File: src/rtl/npnp_pkg.sv
// Shared types, constants and state codes for the nearest-point position block.
package npnp_pkg;

    localparam int MAX_POINTS_DEF = 256;
    localparam int COORD_BITS_DEF = 24;
    localparam int IN_COORD_W     = 24;
    localparam int DIST_W         = 26;
    localparam int RATIO_W        = 17;
    localparam int SQ_W           = 2 * (COORD_BITS_DEF + 1) + 1;

    typedef enum logic [1:0] {
        KIND_LOAD_FIRST  = 2'd0,
        KIND_LOAD_SECOND = 2'd1,
        KIND_QUERY       = 2'd2,
        KIND_CLEAR       = 2'd3
    } kind_t;

    typedef struct packed {
        logic [1:0]                   kind;
        logic signed [IN_COORD_W-1:0] coord_x;
        logic signed [IN_COORD_W-1:0] coord_y;
    } in_word_t;

    typedef struct packed {
        logic [RATIO_W-1:0] ratio;
        logic [DIST_W-1:0]  first_distance;
        logic [DIST_W-1:0]  second_distance;
        logic               degenerate;
        logic               overflow;
    } out_word_t;

    typedef enum logic [3:0] {
        ST_IDLE,
        ST_SCAN_REQ,
        ST_SCAN_MUL,
        ST_SCAN_CMP,
        ST_SQRT,
        ST_NEXT_SET,
        ST_DIV,
        ST_OUT
    } state_t;

    typedef struct packed {
        logic start;
        logic busy;
    } unit_ctl_t;

endpackage

File: src/rtl/npnp_div.sv
// Restoring divider, one quotient bit per cycle, for the rounded position ratio.
module npnp_div import npnp_pkg::*; (
    input  logic               aclk,
    input  logic               aresetn,
    input  logic               start,
    input  logic [DIST_W-1:0]  d1,
    input  logic [DIST_W-1:0]  d2,
    output unit_ctl_t          ctl,
    output logic [RATIO_W-1:0] quot
);
    localparam int SW = DIST_W + 1;
    localparam int NW = DIST_W + 17;
    localparam int CW = $clog2(NW + 1);

    logic [NW-1:0] num_reg, num_next;
    logic [SW-1:0] den_reg, den_next;
    logic [SW:0]   rem_reg, rem_next;
    logic [NW-1:0] q_reg, q_next;
    logic [CW-1:0] cnt_reg, cnt_next;
    logic          busy_reg, busy_next;
    logic [SW-1:0] sum;
    logic [SW:0]   sh;

    always_comb begin
        num_next  = num_reg;
        den_next  = den_reg;
        rem_next  = rem_reg;
        q_next    = q_reg;
        cnt_next  = cnt_reg;
        busy_next = busy_reg;
        sum = SW'(d1) + SW'(d2);
        sh  = {rem_reg[SW-1:0], num_reg[NW-1]};
        if (start) begin
            num_next  = {1'b0, d2, 16'd0} + NW'(sum >> 1);
            den_next  = sum;
            rem_next  = '0;
            q_next    = '0;
            cnt_next  = CW'(NW);
            busy_next = 1'b1;
        end else if (busy_reg) begin
            num_next = {num_reg[NW-2:0], 1'b0};
            if (sh >= {1'b0, den_reg}) begin
                rem_next = sh - {1'b0, den_reg};
                q_next   = {q_reg[NW-2:0], 1'b1};
            end else begin
                rem_next = sh;
                q_next   = {q_reg[NW-2:0], 1'b0};
            end
            cnt_next = cnt_reg - 1'b1;
            if (cnt_reg == CW'(1)) begin
                busy_next = 1'b0;
            end
        end
    end

    always_ff @(posedge aclk) begin
        num_reg <= num_next;
        den_reg <= den_next;
        rem_reg <= rem_next;
        q_reg   <= q_next;
        if (!aresetn) begin
            cnt_reg  <= '0;
            busy_reg <= 1'b0;
        end else begin
            cnt_reg  <= cnt_next;
            busy_reg <= busy_next;
        end
    end

    assign ctl.start = start;
    assign ctl.busy  = busy_reg | start;
    assign quot      = RATIO_W'(q_reg);

endmodule

File: config.mk
export PLATFORM = sky130hd
export DESIGN_NAME = npnp_div
export DESIGN_NICKNAME = d
export VERILOG_FILES = /design/src/rtl/npnp_pkg.sv /design/src/rtl/npnp_div.sv
export SDC_FILE = /design/constraint.sdc
export NUM_CORES = 1
export LEC_CHECK = 0
export BUFFER_PORTS_ARGS = -buffer_cell sky130_fd_sc_hd__clkbuf_2
export CAP_MARGIN = 15
export CORE_MARGIN = 2
export CORE_UTILIZATION = 25
export CTS_CLUSTER_SIZE = 12
export DETAILED_ROUTE_END_ITERATION = 10
export GPL_TIMING_DRIVEN = 0
export PLACE_DENSITY_LB_ADDON = 0.15
export SYNTH_ARGS = -nofsm -noshare
export SYNTH_HDL_FRONTEND = slang
export SYNTH_SLANG_ARGS = --single-unit
File: constraint.sdc
create_clock -name aclk -period 8.9 [get_ports aclk]
set_clock_uncertainty 0.2 [all_clocks]
set_input_delay 1.335 -clock aclk [delete_from_list [all_inputs] [get_ports aclk]]
set_output_delay 1.335 -clock aclk [all_outputs]
set_load 0.02 [all_outputs]
==> results.yml <==
run_status:
  status: "completed"
grt:
  grt_pass1_vias: 7080
  grt_remaining_overflow: 0
  grt_first_pass_wirelength_um: 39600
  grt_max_degree: 32
  grt_usage_pct: 14.4
  grt_antenna_before_repair: 0
timing:
  finalWorstSetupSlack_ns: 2.99
  fin_crit_ns: 5.91
  drv_slew: 0
  slew_headroom_pct: 48.5
  setup_tns_ns: 0
  clock.fmax_mhz: 169
  fin_crit_sh_pct: 66.4
  setup_violations: 0
  tightest_slew_ns: 0.764
  rsz0062_at_grt: "no"
  hold_viol: 0
yosys:
  async_flop_share_pct: 0
  synth_fa_ha_area_share_pct: 10.5
  synthMuxAreaShare_pct: 5.02
  synth_commonest_cells: "101 x nor2_1, 70 x edfxtp_1, 67 x a21oi_1"
  syn_avg_cell_area_sq_um: 9.17
  ys_seq_area_share_pct: 37.6
  synth_warnings: 0
  synth-xor-area-share_pct: 6.53
  netlist_top_cells_area: "edfxtp_1 25%, dfxtp_1 12%, ha_1 9.8%, nor2_1 4.6%, xnor2_1 4.3%"
  synth_edf_count: 70
  synth_ff_type: "edfxtp_1"
  synth-simple-area-share_pct: 15.1
  syn_area_sq_um: 8320
  synth_top_family_by_area: "compound AO/OA/AOI/OAI gates"
  synth_top_area_share_pct: 25.3
  syn-num-nets: 1030
  synth_top_area_cell: "edfxtp_1"
  synth.distinct_cells: 62
  synth.most_common_cell: "nor2_1"
  synth_compound_area_share_pct: 20.9
  ys_ff_latch: 121
  synthCells: 907
place:
  dp_slack_ns: 2.55
  place_congestion: 0.819
  hpwlAfterDp_um: 19000
  portBuffers: 73
clock_network:
  clock-root-buffer: "clkbuf_16"
  cts.sinks: 121
  hold_buffers: 0
  post_cts_buffers: 0
  numCtsBuffers: 17
  cts_htree_levels: 4
  clock_latency_ns: 0.43
  cts_tree: "built"
  ctsResizeCount: 0
  clkTransAtPathRegs_ns: 0.06
  clk_path_buf_depth: 2
detailed_routing:
  dr.pass1.iters: 7
  drt_wl_total_um: 24400
  wl_per_cell_um: 16.8
  drc_errors: 0
  drtIter0Drc: 431
  vias: 7085
  viasPerCell: 4.87
  ant_nets: 0
floorplanning:
  die_area_sq_um: 34700
  fp-row-count: 66
  chipHeight_um: 186
  coreArea_sq_um: 32600
  ios: 74
  die_w_um: 186
  start_util_pct: 25.5
power:
  p_leak_nw: 4.00
  irDropWorstVdd_mv: 0.125
  power_density_nw_per_um2: 205
  p_total_mw: 2.02
setup_path:
  startpoint_type: "input pin"
  worst-setup-path-type: "input pin to register"
  crit_start: "d2[7]"
  critPathBufInv: 1
  worstSetupEndpoint: "num_reg[28]"
  critPathCaptureType: "register"
  cpMostUsedCell: "a21oi_1"
  slowest_stage: "a2111o_1"
  arrival_ns: 5.89
  worstPathRequired_ns: 8.88
  cp_max_fo: 7
  critPathMaxStageDelay_ns: 0.47
  crit_family: "compound AO/OA/AOI/OAI gates"
  regToRegEndpoint: "rem_reg[26]"
  ff2ff_path_depth: 12
  ff2ff_setup_slack_ns: 5.29
  critical_path_cell_count: 19
  r2r_start: "num_reg[42]"
  crit_chain: "clkbuf_2 -> ha_1 -> a21oi_1 -> a31oi_1 -> o31a_1 -> a21oi_1 -> nand2b_1 -> a21oi_1 -> xnor2_1 -> ha_1 -> fa_1 -> a21o_1 -> a21oi_1 -> o21bai_1 -> a2111o_1 -> a31o_2 -> a21o_1 -> and3_1 -> o31a_1"
finish:
  area_delta_synth_final_pct: 18.4
  largest_reg_flops: 43
  antenna_cells: 0
  nNetsFinal: 1123
  nFillCells: 3489
  drive_above_1_share_pct: 14.5
hold_path:
  min_path_type: "register to register"
flow_run:
  drv_cap: 0
stage by stage:
step / utilization, % / instance area, sq um / hold slack (ns) / instances
detailed placement: 28.4 / 9260 / 0.297 / 1423
global placement: 28.3 / 9240 / 0.295 / 1422
CTS: 30.2 / 9850 / 0.307 / 1455
finish: 30.2 / 9850 / 0.302 / 1455
global route: 30.2 / 9850 / 0.322 / 1455
floorplan: - / 8320 / 0.268 / 907
area by class of cell:
| class | instances | area, sq um | area share, % |
|---|---|---|---|
| Inverter | 54 | 203 | 2.06 |
| Timing Repair Buffer | 74 | 385 | 3.91 |
| Clock buffer | 21 | 473 | 4.80 |
| Clock inverter | 11 | 118 | 1.19 |
| Buffer | 35 | 158 | 1.60 |
| Multi-Input combinational cell | 697 | 4840 | 49.1 |
| Tap cell | 442 | 553 | 5.62 |
| Sequential cell | 121 | 3120 | 31.7 |
kinds of logic (layout without fill, tap and decap cells):
kind of cell	Yosys count	after routing
AO/OA/AOI/OAI	260	260
XOR/XNOR	62	62
adder cells (fa/ha/maj)	68	68
buffers and inverters	89	195
flip-flops	121	121
multiplexers	39	39
AND/OR/NAND/NOR	268	268
worst min path at each step:
stage	start	end	cells after the start
after floorplan	rem_reg[21]	rem_reg[21]	2
after global placement	rem_reg[11]	rem_reg[11]	2
after detailed placement	rem_reg[23]	rem_reg[23]	2
after CTS	rem_reg[4]	rem_reg[4]	2
after global routing	rem_reg[5]	rem_reg[5]	2
final	rem_reg[4]	rem_reg[4]	2
layout by cell type (no fill, tap or decap), types with 16 or more instances in the layout:
cell type  synthesis  routed
nand3_1           43      43
and3_1            16      16
nor2_1           101     101
a21oi_1           67      67
a21o_1            24      24
edfxtp_1          70      70
clkbuf_2           0      73
clkbuf_1          24      24
o21ai_0           40      40
xnor2_1           41      41
clkbuf_16          0      18
a311oi_1          21      21
ha_1              65      65
mux2_2            22      22
inv_1             54      54
xor2_1            21      21
mux2i_1           17      17
dfxtp_1           51      51
nand2_1           44      43
worst reg2reg max path, stage by stage (launching register included):
cell and delay (ns):
edfxtp_1 0.43, inv_1 0.07, ha_1 0.22, fa_1 0.41, nand2b_1 0.18, a21o_1 0.23, nand4_1 0.22, a211oi_1 0.16
o31a_2 0.44, a21oi_4 0.25, buf_4 0.23, o21ai_0 0.25, o21ai_0 0.24
layer usage:
metal / track usage [%] / share of wire, % / vias to the layer above
li1: - / - / 3561
met1: 19.6 / 49 / 3340
met2: 23.5 / 46 / 159
met3: 1.82 / 2.8 / 25
met5: 0 / 0 / -
met4: 4.83 / 1.7 / 0
power breakdown:
| part | switching (mW) | internal (mW) | total, mW |
|---|---|---|---|
| Clock | 0.259 | 0.437 | 0.696 |
| Combinational | 0.363 | 0.245 | 0.608 |
| Sequential | 0.0294 | 0.684 | 0.713 |
Power figures use the tool's default switching activity.
