<file path="config.mk">
export PLATFORM = sky130hd
export DESIGN_NAME = npnp_sqrt
export DESIGN_NICKNAME = d
export VERILOG_FILES = /design/src/rtl/npnp_pkg.sv /design/src/rtl/npnp_sqrt.sv
export SDC_FILE = /design/constraint.sdc
export NUM_CORES = 1
export LEC_CHECK = 0
export BUFFER_PORTS_ARGS = -buffer_cell sky130_fd_sc_hd__buf_2
export CORE_ASPECT_RATIO = 0.75
export CORE_MARGIN = 5
export CORE_UTILIZATION = 50
export CTS_BUF_LIST = sky130_fd_sc_hd__clkbuf_2
export DETAILED_ROUTE_END_ITERATION = 10
export HOLD_SLACK_MARGIN = 0.1
export MAX_ROUTING_LAYER = met4
export PLACE_DENSITY = 0.72
export SYNTH_ARGS = -nofsm -noshare
export SYNTH_HDL_FRONTEND = slang
export SYNTH_SLANG_ARGS = --single-unit
</file>
<file path="constraint.sdc">
create_clock -name aclk -period 2.82 [get_ports aclk]
set_clock_uncertainty 0.1 [all_clocks]
set_input_delay 0.564 -clock aclk [delete_from_list [all_inputs] [get_ports aclk]]
set_output_delay 0.564 -clock aclk [all_outputs]
set_load 0.005 [all_outputs]
</file>
<file path="src/rtl/npnp_pkg.sv">
// Shared types, constants and state codes for the nearest-point position block.
package npnp_pkg;

    localparam int MAX_POINTS_DEF = 256;
    localparam int COORD_BITS_DEF = 24;
    localparam int IN_COORD_W     = 24;
    localparam int DIST_W         = 26;
    localparam int RATIO_W        = 17;
    localparam int SQ_W           = 2 * (COORD_BITS_DEF + 1) + 1;

    typedef enum logic [1:0] {
        KIND_LOAD_FIRST  = 2'd0,
        KIND_LOAD_SECOND = 2'd1,
        KIND_QUERY       = 2'd2,
        KIND_CLEAR       = 2'd3
    } kind_t;

    typedef struct packed {
        logic [1:0]                   kind;
        logic signed [IN_COORD_W-1:0] coord_x;
        logic signed [IN_COORD_W-1:0] coord_y;
    } in_word_t;

    typedef struct packed {
        logic [RATIO_W-1:0] ratio;
        logic [DIST_W-1:0]  first_distance;
        logic [DIST_W-1:0]  second_distance;
        logic               degenerate;
        logic               overflow;
    } out_word_t;

    typedef enum logic [3:0] {
        ST_IDLE,
        ST_SCAN_REQ,
        ST_SCAN_MUL,
        ST_SCAN_CMP,
        ST_SQRT,
        ST_NEXT_SET,
        ST_DIV,
        ST_OUT
    } state_t;

    typedef struct packed {
        logic start;
        logic busy;
    } unit_ctl_t;

endpackage

</file>
<file path="src/rtl/npnp_sqrt.sv">
// Bit-serial integer square root, two radicand bits per cycle.
module npnp_sqrt import npnp_pkg::*; #(
    parameter int SQ_BITS = SQ_W,
    parameter int RT_BITS = DIST_W
) (
    input  logic               aclk,
    input  logic               aresetn,
    input  logic               start,
    input  logic [SQ_BITS-1:0] radicand,
    output unit_ctl_t          ctl,
    output logic [RT_BITS-1:0] root
);
    localparam int STEPS = (SQ_BITS + 1) / 2;
    localparam int RW    = 2 * STEPS;
    localparam int CW    = $clog2(STEPS + 1);

    logic [RW-1:0]      v_reg, v_next;
    logic [RW+1:0]      rem_reg, rem_next;
    logic [STEPS-1:0]   r_reg, r_next;
    logic [CW-1:0]      cnt_reg, cnt_next;
    logic               busy_reg, busy_next;
    logic [RW+1:0]      trial;
    logic [RW+1:0]      shifted;

    always_comb begin
        v_next   = v_reg;
        rem_next = rem_reg;
        r_next   = r_reg;
        cnt_next = cnt_reg;
        busy_next = busy_reg;
        shifted  = {rem_reg[RW-1:0], v_reg[RW-1 -: 2]};
        trial    = {{(RW+2-STEPS-2){1'b0}}, r_reg, 2'b01};
        if (start) begin
            v_next    = RW'(radicand);
            rem_next  = '0;
            r_next    = '0;
            cnt_next  = CW'(STEPS);
            busy_next = 1'b1;
        end else if (busy_reg) begin
            v_next = {v_reg[RW-3:0], 2'b00};
            if (shifted >= trial) begin
                rem_next = shifted - trial;
                r_next   = {r_reg[STEPS-2:0], 1'b1};
            end else begin
                rem_next = shifted;
                r_next   = {r_reg[STEPS-2:0], 1'b0};
            end
            cnt_next = cnt_reg - 1'b1;
            if (cnt_reg == CW'(1)) begin
                busy_next = 1'b0;
            end
        end
    end

    always_ff @(posedge aclk) begin
        v_reg   <= v_next;
        rem_reg <= rem_next;
        r_reg   <= r_next;
        if (!aresetn) begin
            cnt_reg  <= '0;
            busy_reg <= 1'b0;
        end else begin
            cnt_reg  <= cnt_next;
            busy_reg <= busy_next;
        end
    end

    assign ctl.start = start;
    assign ctl.busy  = busy_reg | start;
    assign root      = RT_BITS'(r_reg);

endmodule

</file>
==> results.yml, run 1 <==
cts:
  clk_latency_ns: 0.80
  numCtsBuffers: 17
  cts.htree.levels: 4
  path_clk_slew_ns: 0.25
  cts.sinks: 136
  cts_buffer_depth: 2
  root_buffer: "clkbuf_2"
  tritoncts: "yes"
outcome:
  violations: "negative setup slack"
  status: "complete, but fails checks"
sta:
  period_needed_ns: 3.05
  layout_setup_ws_ns: -0.235
  slew_headroom_pct: 46.9
  fin_crit_sh_pct: 108
  worst_pin_slew_ns: 0.797
  fmax_ghz: 0.327
  hold_slack_ns: 0.427
  rsz0062_at_grt: "true"
  finalSetupViolations: 50
  finalMaxSlewViolations: 0
  hold_viol: 0
cells_and_area:
  synthToLayoutAreaGrowth_pct: 48.3
  drive_gt1_share_pct: 46.1
  nets: 1198
  antenna_cells: 0
  final_area_um2: 11500
drt:
  routedWlPerCell_um: 18.3
  via_per_inst: 5.59
  first_pass_iters: 5
  drc_errors: 0
  routed_wl_um: 24400
  route.vias.total: 7441
  first_iter_violations: 579
  final_antenna_net_count: 0
yosys:
  yosys_register_bits: 136
  yosys-top-cells-count: "nor2_1, dfxtp_1, nand2_1"
  synth_top_area_share_pct: 22.0
  synth.distinct_cells: 63
  synth_most_common_cell: "nor2_1"
  synthTopCellsByArea: "dfxtp_1, edfxtp_1, mux2_2"
  synth.cell_area_um2: 7740
  ys.flop_type: "dfxtp_1"
  avgSynthCellArea_um2: 9.39
  synthCells: 825
  yosys.area.top_type: "dfxtp_1"
  synth_edf_count: 51
  ys_warn_count: 0
  syn_nets: 909
  ys_async_sr_fraction_pct: 0
  yosysSeqAreaShare_pct: 41.8
pwr:
  internal_power_mw: 4.30
  switching_share_pct: 39.5
  seq_power_share_pct: 33.2
  p_comb_share_pct: 48.4
  power_density_nw_per_um2: 619
  p_leak_nw: 4.69
  p_switching_mw: 2.81
  peakVddDrop_v: 0.000538
  power_frac_clock_pct: 18.4
placed_design:
  pre_cts_ws_ns: -0.241
  gp_congestion: 0.945
  port_buffers: 81
  hpwl_um: 14500
  placed_area_um2: 9750
floorplan:
  num_rows: 39
  coreArea_um2: 15200
  initial_core_util_pct: 50.9
  die_h_um: 118
  die_area_um2: 18100
  pin_count: 82
  die_w_um: 154
setup_path:
  cp_max_fo: 6
  cp_cell_sequence: "inv_2 -> ha_4 -> nand4_1 -> or4_4 -> or3_4 -> nand4b_1 -> buf_4 -> o21ba_4 -> a211oi_4 -> xnor2_1 -> a211oi_2"
  critPathKind: "reg2reg"
  required_ns: 3.36
  critical_path.top_delay_family: "simple AND/OR/NAND/NOR gates"
  critPathCaptureType: "register"
  cp_slowest_cell: "or4_4"
  critPathMaxStageDelay_ns: 0.58
  arrival_ns: 3.59
  path_buf_inv: 2
  critPathLaunchType: "register"
global_route:
  grt_pass1_wl_um: 37600
  grt_max_degree: 60
  grt_pass1_vias: 7402
  antenna_found_initial: 0
  grt_usage_pct: 26.1
  overflow: 0
run:
  maxCapViolations: 0
hold_path:
  hold_path_class: "reg2reg"
-- metrics by stage --
step / setup TNS, ns / instances / util [%] / power [mW]
floorplan: -0.442 / 825 / - / 4.12
global placement: -4.07 / 1228 / 64.0 / 5.08
detailed placement: -5.78 / 1228 / 64.0 / 5.11
CTS: -4.49 / 1328 / 72.7 / 6.74
global route: -10.46 / 1332 / 75.4 / 7.47
finish: -6.84 / 1332 / 75.4 / 7.11
-- final timing paths --
path                     from  cells after the start          end  slack [ns]
setup / recovery     root[16]                     11  rem_reg[42]       -0.23
hold reg to reg   rem_reg[50]                      2  rem_reg[50]        0.43
hold / removal    rem_reg[50]                      2  rem_reg[50]        0.43
setup reg to reg     root[16]                     11  rem_reg[42]       -0.23
-- cells by family (layout without fill, tap and decap cells) --
| family | count (synthesis) | after routing | share of synthesized area [%] |
|---|---|---|---|
| AO/OA/AOI/OAI | 158 | 161 | 13.9 |
| XOR/XNOR | 53 | 53 | 5.99 |
| adder cells (fa/ha/maj) | 30 | 30 | 4.85 |
| AND/OR/NAND/NOR | 283 | 283 | 18.2 |
| flip-flops | 136 | 136 | 41.8 |
| buffers and inverters | 88 | 387 | 4.59 |
| multiplexers | 77 | 77 | 10.7 |
-- per-layer routing --
layer  track usage [%]  vias up  part of all wire (%)
li1                  -     3557                     -
met1              33.5     3592                    44
met2              43.1      249                    49
met3              4.41       43                   5.5
met4              7.00        0                   1.8
met5                 -        -                     0
-- worst register-to-register path, cell delays in order, from the launching register on --
cell	delay, ns
dfxtp_2	0.39
inv_2	0.04
ha_4	0.25
nand4_1	0.20
or4_4	0.58
or3_4	0.34
nand4b_1	0.14
buf_4	0.15
o21ba_4	0.22
a211oi_4	0.24
xnor2_1	0.18
a211oi_2	0.09
-- final cells by class --
type / instances / area, um2
inverter: 35 / 131
clock inverter: 15 / 175
sequential: 136 / 3270
clock buffer: 17 / 85.1
multi-input combinational: 604 / 5080
tap: 205 / 256
timing repair buffer: 320 / 2480
fill: 1006 / 3740
-- layout by cell type, fill, tap and decap left out, drive strengths merged, types with 9 or more instances in the layout --
master       Yosys  routed
o21ai           25      25
ha              30      30
nor3            16      16
edfxtp          51      51
mux2i           28      28
nand4           15      15
o21a             9       9
nor2           102     102
a211oi          31      31
nor4            10      10
clkbuf          40      18
nor2b            9       9
xor2            15      15
buf             13     265
a21oi           41      41
xnor2           38      38
dlygate4sd3      0      54
dfxtp           85      85
nand2           78      78
or3              9       9
a311oi          20      20
inv             35      45
mux2            49      49
-- power by group through the flow --
stage | Sequential, mW | Combinational (mW) | Clock, mW
final | 2.36 | 3.44 | 1.31
after floorplan | 2.37 | 1.75 | 0
after global routing | 2.38 | 3.69 | 1.40
after global placement | 2.37 | 2.71 | 0
after CTS | 2.34 | 3.11 | 1.29
after detailed placement | 2.37 | 2.74 | 0
-- what timing repair did --
action	in CTS	in global routing
hold buffers	54	0
setup endpoints to repair	50	53
buffers inserted	8	5
hold endpoints to repair	57	0
pin swaps	43	42
cloned	6	1
resized for setup	92	91
Note: power is estimated with default switching activity, not from simulation.
==> run 2, diff against run 1 <==
--- a/config.mk
+++ b/config.mk
@@ -9,7 +9,6 @@
 export CORE_ASPECT_RATIO = 0.75
 export CORE_MARGIN = 5
 export CORE_UTILIZATION = 50
-export CTS_BUF_LIST = sky130_fd_sc_hd__clkbuf_2
 export DETAILED_ROUTE_END_ITERATION = 10
 export HOLD_SLACK_MARGIN = 0.1
 export MAX_ROUTING_LAYER = met4
==> results.yml, run 2 (same netlist as run 1, synthesis figures left out) <==
cells_and_area:
  layout_commonest_cell: "buf_4"
  nFillCells: 1015
  seq_area_um2: 3260
  drive_gt1_share_pct: 47.0
  final_area_um2: 11400
  mostFrequentLayoutCells: "buf_4, nor2_1, buf_2, dfxtp_1, nand2_1"
  fin_util_pct: 74.8
  synthToLayoutAreaGrowth_pct: 47.1
  multi_input_area_um2: 5070
  nets: 1157
drt:
  via_per_inst: 5.63
  route.vias.total: 7273
  routedWlPerCell_um: 17.5
  routed_wl_um: 22600
  final_antenna_net_count: 0
  first_pass_iters: 5
  first_iter_violations: 545
  drc_errors: 0
global_route:
  grt_max_degree: 60
  grt_usage_pct: 23.8
  grt_pass1_vias: 6932
  antenna_found_initial: 1
  overflow: 0
  grt_pass1_wl_um: 34300
floorplan:
  num_rows: 39
  die_w_um: 154
  die_h_um: 118
  initial_core_util_pct: 50.9
  coreArea_um2: 15200
  die_area_um2: 18100
  pin_count: 82
placed_design:
  hpwl_um: 14500
  placed_area_um2: 9750
  port_buffers: 81
  pre_cts_ws_ns: -0.241
  gp_congestion: 0.945
run:
  maxCapViolations: 0
sta:
  worst_pin_slew_ns: 0.811
  layout_setup_ws_ns: -0.282
  hold_viol: 0
  fin_crit_sh_pct: 110
  slew_headroom_pct: 46.0
  period_needed_ns: 3.10
  finalSetupViolations: 51
  rsz0062_at_grt: "true"
  finalMaxSlewViolations: 0
  fmax_ghz: 0.322
outcome:
  violations: "negative setup slack"
  status: "complete, but fails checks"
cts:
  clk_latency_ns: 0.43
  root_buffer: "clkbuf_16"
  ctsHoldBuffers: 0
  cts_buffer_depth: 2
  cts.sinks: 136
  path_clk_slew_ns: 0.07
  tritoncts: "yes"
  cts.htree.levels: 4
  numCtsBuffers: 17
setup_path:
  rr_startpoint: "v_reg[50]"
  cp_max_fo: 6
  critPathCaptureType: "register"
  required_ns: 3.06
  critPathKind: "reg2reg"
  crit_path_start: "v_reg[50]"
  critPathLaunchType: "register"
  arrival_ns: 3.34
pwr:
  p_leak_nw: 4.65
  power_density_nw_per_um2: 706
  total_power_mw: 8.04
  peakVddDrop_v: 0.000523
hold_path:
  hold_path_class: "in2reg"
  min-delay-start: "aresetn"
==> run 2: cell types whose count changed in the layout (fill, tap and decap cells not counted), sizes merged <==
cell	change
clkbuf	+1
dlygate4sd3	-54
diode	+1
buf	+12
==> run 2: final cells by class <==
type / count / share of cell area, %
Antenna cell: 1 / 0.0220
Timing Repair Buffer: 279 / 18.2
Clock inverter: 15 / 1.54
Tap cell: 205 / 2.25
Multi-Input combinational cell: 604 / 44.5
Clock buffer: 17 / 3.73
Inverter: 35 / 1.15
Sequential cell: 136 / 28.6
==> run 2: critical path: stages, from the launching register on <==
cell and delay [ns]:
edfxtp_1 0.39, inv_1 0.13, ha_1 0.25, nor2b_1 0.22
o2111ai_1 0.23, a211oi_2 0.31, and3b_2 0.30, o21ba_4 0.28
buf_6 0.15, nor4b_4 0.25, xnor2_1 0.12, a211oi_1 0.26
==> run 2: path summary, 6_finish.rpt <==
kind,endpoint,slack (ns),cells after the start
worst max register to register,rem_reg[45],-0.28,11
worst min register to register,rem_reg[50],0.40,2
worst min-delay path,cnt_reg[3],0.29,2
worst max-delay path,rem_reg[45],-0.28,11
==> run 2: per-layer routing <==
| metal | GRT usage [%] | vias to the layer above | wire length [um] |
|---|---|---|---|
| li1 | - | 3482 | - |
| met2 | 35.8 | 251 | 10700 |
| met4 | 7.12 | 0 | 410 |
| met1 | 31.9 | 3497 | 9950 |
| met3 | 5.88 | 43 | 1560 |
| met5 | - | - | 0 |
==> run 2: report_power, final <==
group,total (mW),switching [mW],internal [mW]
sequential,2.35,0.111,2.24
combinational,3.41,1.75,1.66
clock,2.28,1.01,1.27
==> run 2: stage by stage <==
step / hold WS, ns / setup TNS, ns / cells
4_1_cts: 0.279 / -5.10 / 1275
3_5_place_dp: 0.396 / -5.78 / 1228
5_1_grt: 0.291 / -11.38 / 1292
6_report: 0.295 / -8.14 / 1292
3_3_place_gp: 0.376 / -4.07 / 1228
2_1_floorplan: 0.351 / -0.442 / 825
==> run 2: what timing repair did <==
| action | in CTS | in global routing |
|---|---|---|
| buffers inserted | 11 | 16 |
| pin swaps | 48 | 47 |
| setup endpoints to repair | 49 | 53 |
| resized for setup | 67 | 92 |
| cloned | 4 | 3 |
==> run 3, diff against run 2 <==
==> constraint.sdc (replaced) <==
create_clock -name aclk -period 2.5 [get_ports aclk]
set_clock_uncertainty 0.1 [all_clocks]
set_input_delay 0.5 -clock aclk [delete_from_list [all_inputs] [get_ports aclk]]
set_output_delay 0.5 -clock aclk [all_outputs]
set_load 0.005 [all_outputs]
==> results.yml, run 3 (same netlist as run 1, synthesis figures left out) <==
cells_and_area:
  final_area_um2: 11700
  seq_area_um2: 3260
  antenna_cells: 0
  mostFrequentLayoutCells: "buf_4, nor2_1, buf_2, dfxtp_1"
  synthToLayoutAreaGrowth_pct: 51.4
  drive_gt1_share_pct: 50.5
  nFillCells: 962
  nets: 1194
  layout_commonest_cell: "buf_4"
  multi_input_area_um2: 5170
cts:
  root_buffer: "clkbuf_16"
  clk_latency_ns: 0.43
  tritoncts: "yes"
  path_clk_slew_ns: 0.06
  numCtsBuffers: 17
  cts_buffer_depth: 2
  cts.sinks: 136
  ctsHoldBuffers: 0
  cts.htree.levels: 4
sta:
  finalMaxSlewViolations: 0
  fin_setup_tns_ns: -22.62
  layout_setup_ws_ns: -0.553
  fmax_ghz: 0.328
  finalSetupViolations: 53
  hold_slack_ns: 0.254
  worst_pin_slew_ns: 0.688
  slew_headroom_pct: 54.2
  hold_viol: 0
  rsz0062_at_grt: "true"
  period_needed_ns: 3.05
  fin_crit_sh_pct: 122
global_route:
  grt_max_degree: 68
  antenna_found_initial: 0
  grt_usage_pct: 26.4
  grt_pass1_wl_um: 38200
  grt_pass1_vias: 7514
  overflow: 0
setup_path:
  crit_path_start: "rem_reg[32]"
  required_ns: 2.72
  arrival_ns: 3.28
  crit_end: "rem_reg[2]"
  worstReg2RegEnd: "rem_reg[2]"
  cp_max_fo: 8
  critPathKind: "reg2reg"
  reg2reg_depth: 10
  r2r_slack_ns: -0.55
  rr_startpoint: "rem_reg[32]"
  critPathLaunchType: "register"
  critPathCaptureType: "register"
drt:
  final_antenna_net_count: 0
  first_iter_violations: 722
  routed_wl_um: 24700
  first_pass_iters: 6
  via_per_inst: 5.70
  route.vias.total: 7568
  routedWlPerCell_um: 18.6
  drc_errors: 0
outcome:
  status: "complete, but fails checks"
  violations: "negative setup slack"
placed_design:
  hpwl_um: 15200
  placed_area_um2: 10100
  port_buffers: 81
  gp_congestion: 0.901
run:
  maxCapViolations: 0
floorplan:
  die_h_um: 118
  num_rows: 39
  die_w_um: 154
  pin_count: 82
  die_area_um2: 18100
  coreArea_um2: 15200
  initial_core_util_pct: 50.9
pwr:
  peakVddDrop_v: 0.000513
  power_density_nw_per_um2: 799
  p_leak_nw: 4.94
hold_path:
  hold_path_class: "in2reg"
run 3: cell count changes in the layout (fill, tap and decap cells not counted), moves of 4 or more:
cell,change
ha_1,-6
dfxtp_2,+6
buf_4,+41
a21oi_2,-4
nand2_4,+4
ha_4,+6
nand2_1,-7
inv_1,-4
dfxtp_1,-6
run 3: what timing repair did:
item,in CTS,in global routing
cloned,5,0
setup buffers,13,7
resized for setup,105,67
endpoints found under the setup margin,53,53
pin swaps,80,46
run 3: power breakdown:
part	internal (mW)	switching (mW)
registers	2.52	0.125
clock network	1.42	1.11
logic	2.09	2.10
run 3: worst min-delay path by stage:
stage	startpoint	to	slack, ns	depth (start not counted)
after global placement	v_reg[49]	v_reg[51]	0.37	2
final	aresetn	cnt_reg[1]	0.25	2
after floorplan	rem_reg[1]	rem_reg[1]	0.35	2
after CTS	radicand[1]	v_reg[1]	0.24	2
after detailed placement	rem_reg[50]	rem_reg[50]	0.39	2
after global routing	radicand[26]	v_reg[26]	0.26	2
run 3: layer usage:
metal  wire (um)  track usage [%]
met3        1820             6.36
met4         386             6.45
met2       11800             41.5
met1       10700             34.7
met5           0                -
run 3: worst max-delay path, stage by stage (launching register included):
cell	delay, ns
dfxtp_1	0.31
or3_1	0.40
or4b_4	0.58
or3_4	0.41
nand4b_1	0.15
buf_4	0.15
o21ba_4	0.20
buf_8	0.16
nor3_2	0.15
a21oi_1	0.08
a211oi_1	0.25
run 3: stage by stage:
stage	std cells	total power, mW	utilization [%]	worst slack [ns]
2_1_floorplan	825	4.68	-	-0.383
4_1_cts	1322	9.00	74.6	-0.457
3_3_place_gp	1272	6.01	66.3	-0.485
5_1_grt	1328	9.80	77.0	-0.682
6_report	1328	9.36	77.0	-0.553
3_5_place_dp	1272	6.05	66.3	-0.565
run 3: final cells by class:
| class | instances | area share, % |
|---|---|---|
| repair buffers | 316 | 19.7 |
| clock inverters | 15 | 1.33 |
| multi-input cells | 604 | 44.1 |
| clock buffers | 17 | 3.63 |
| inverters | 35 | 1.15 |
| flip-flops and latches | 136 | 27.9 |
| well taps | 205 | 2.19 |
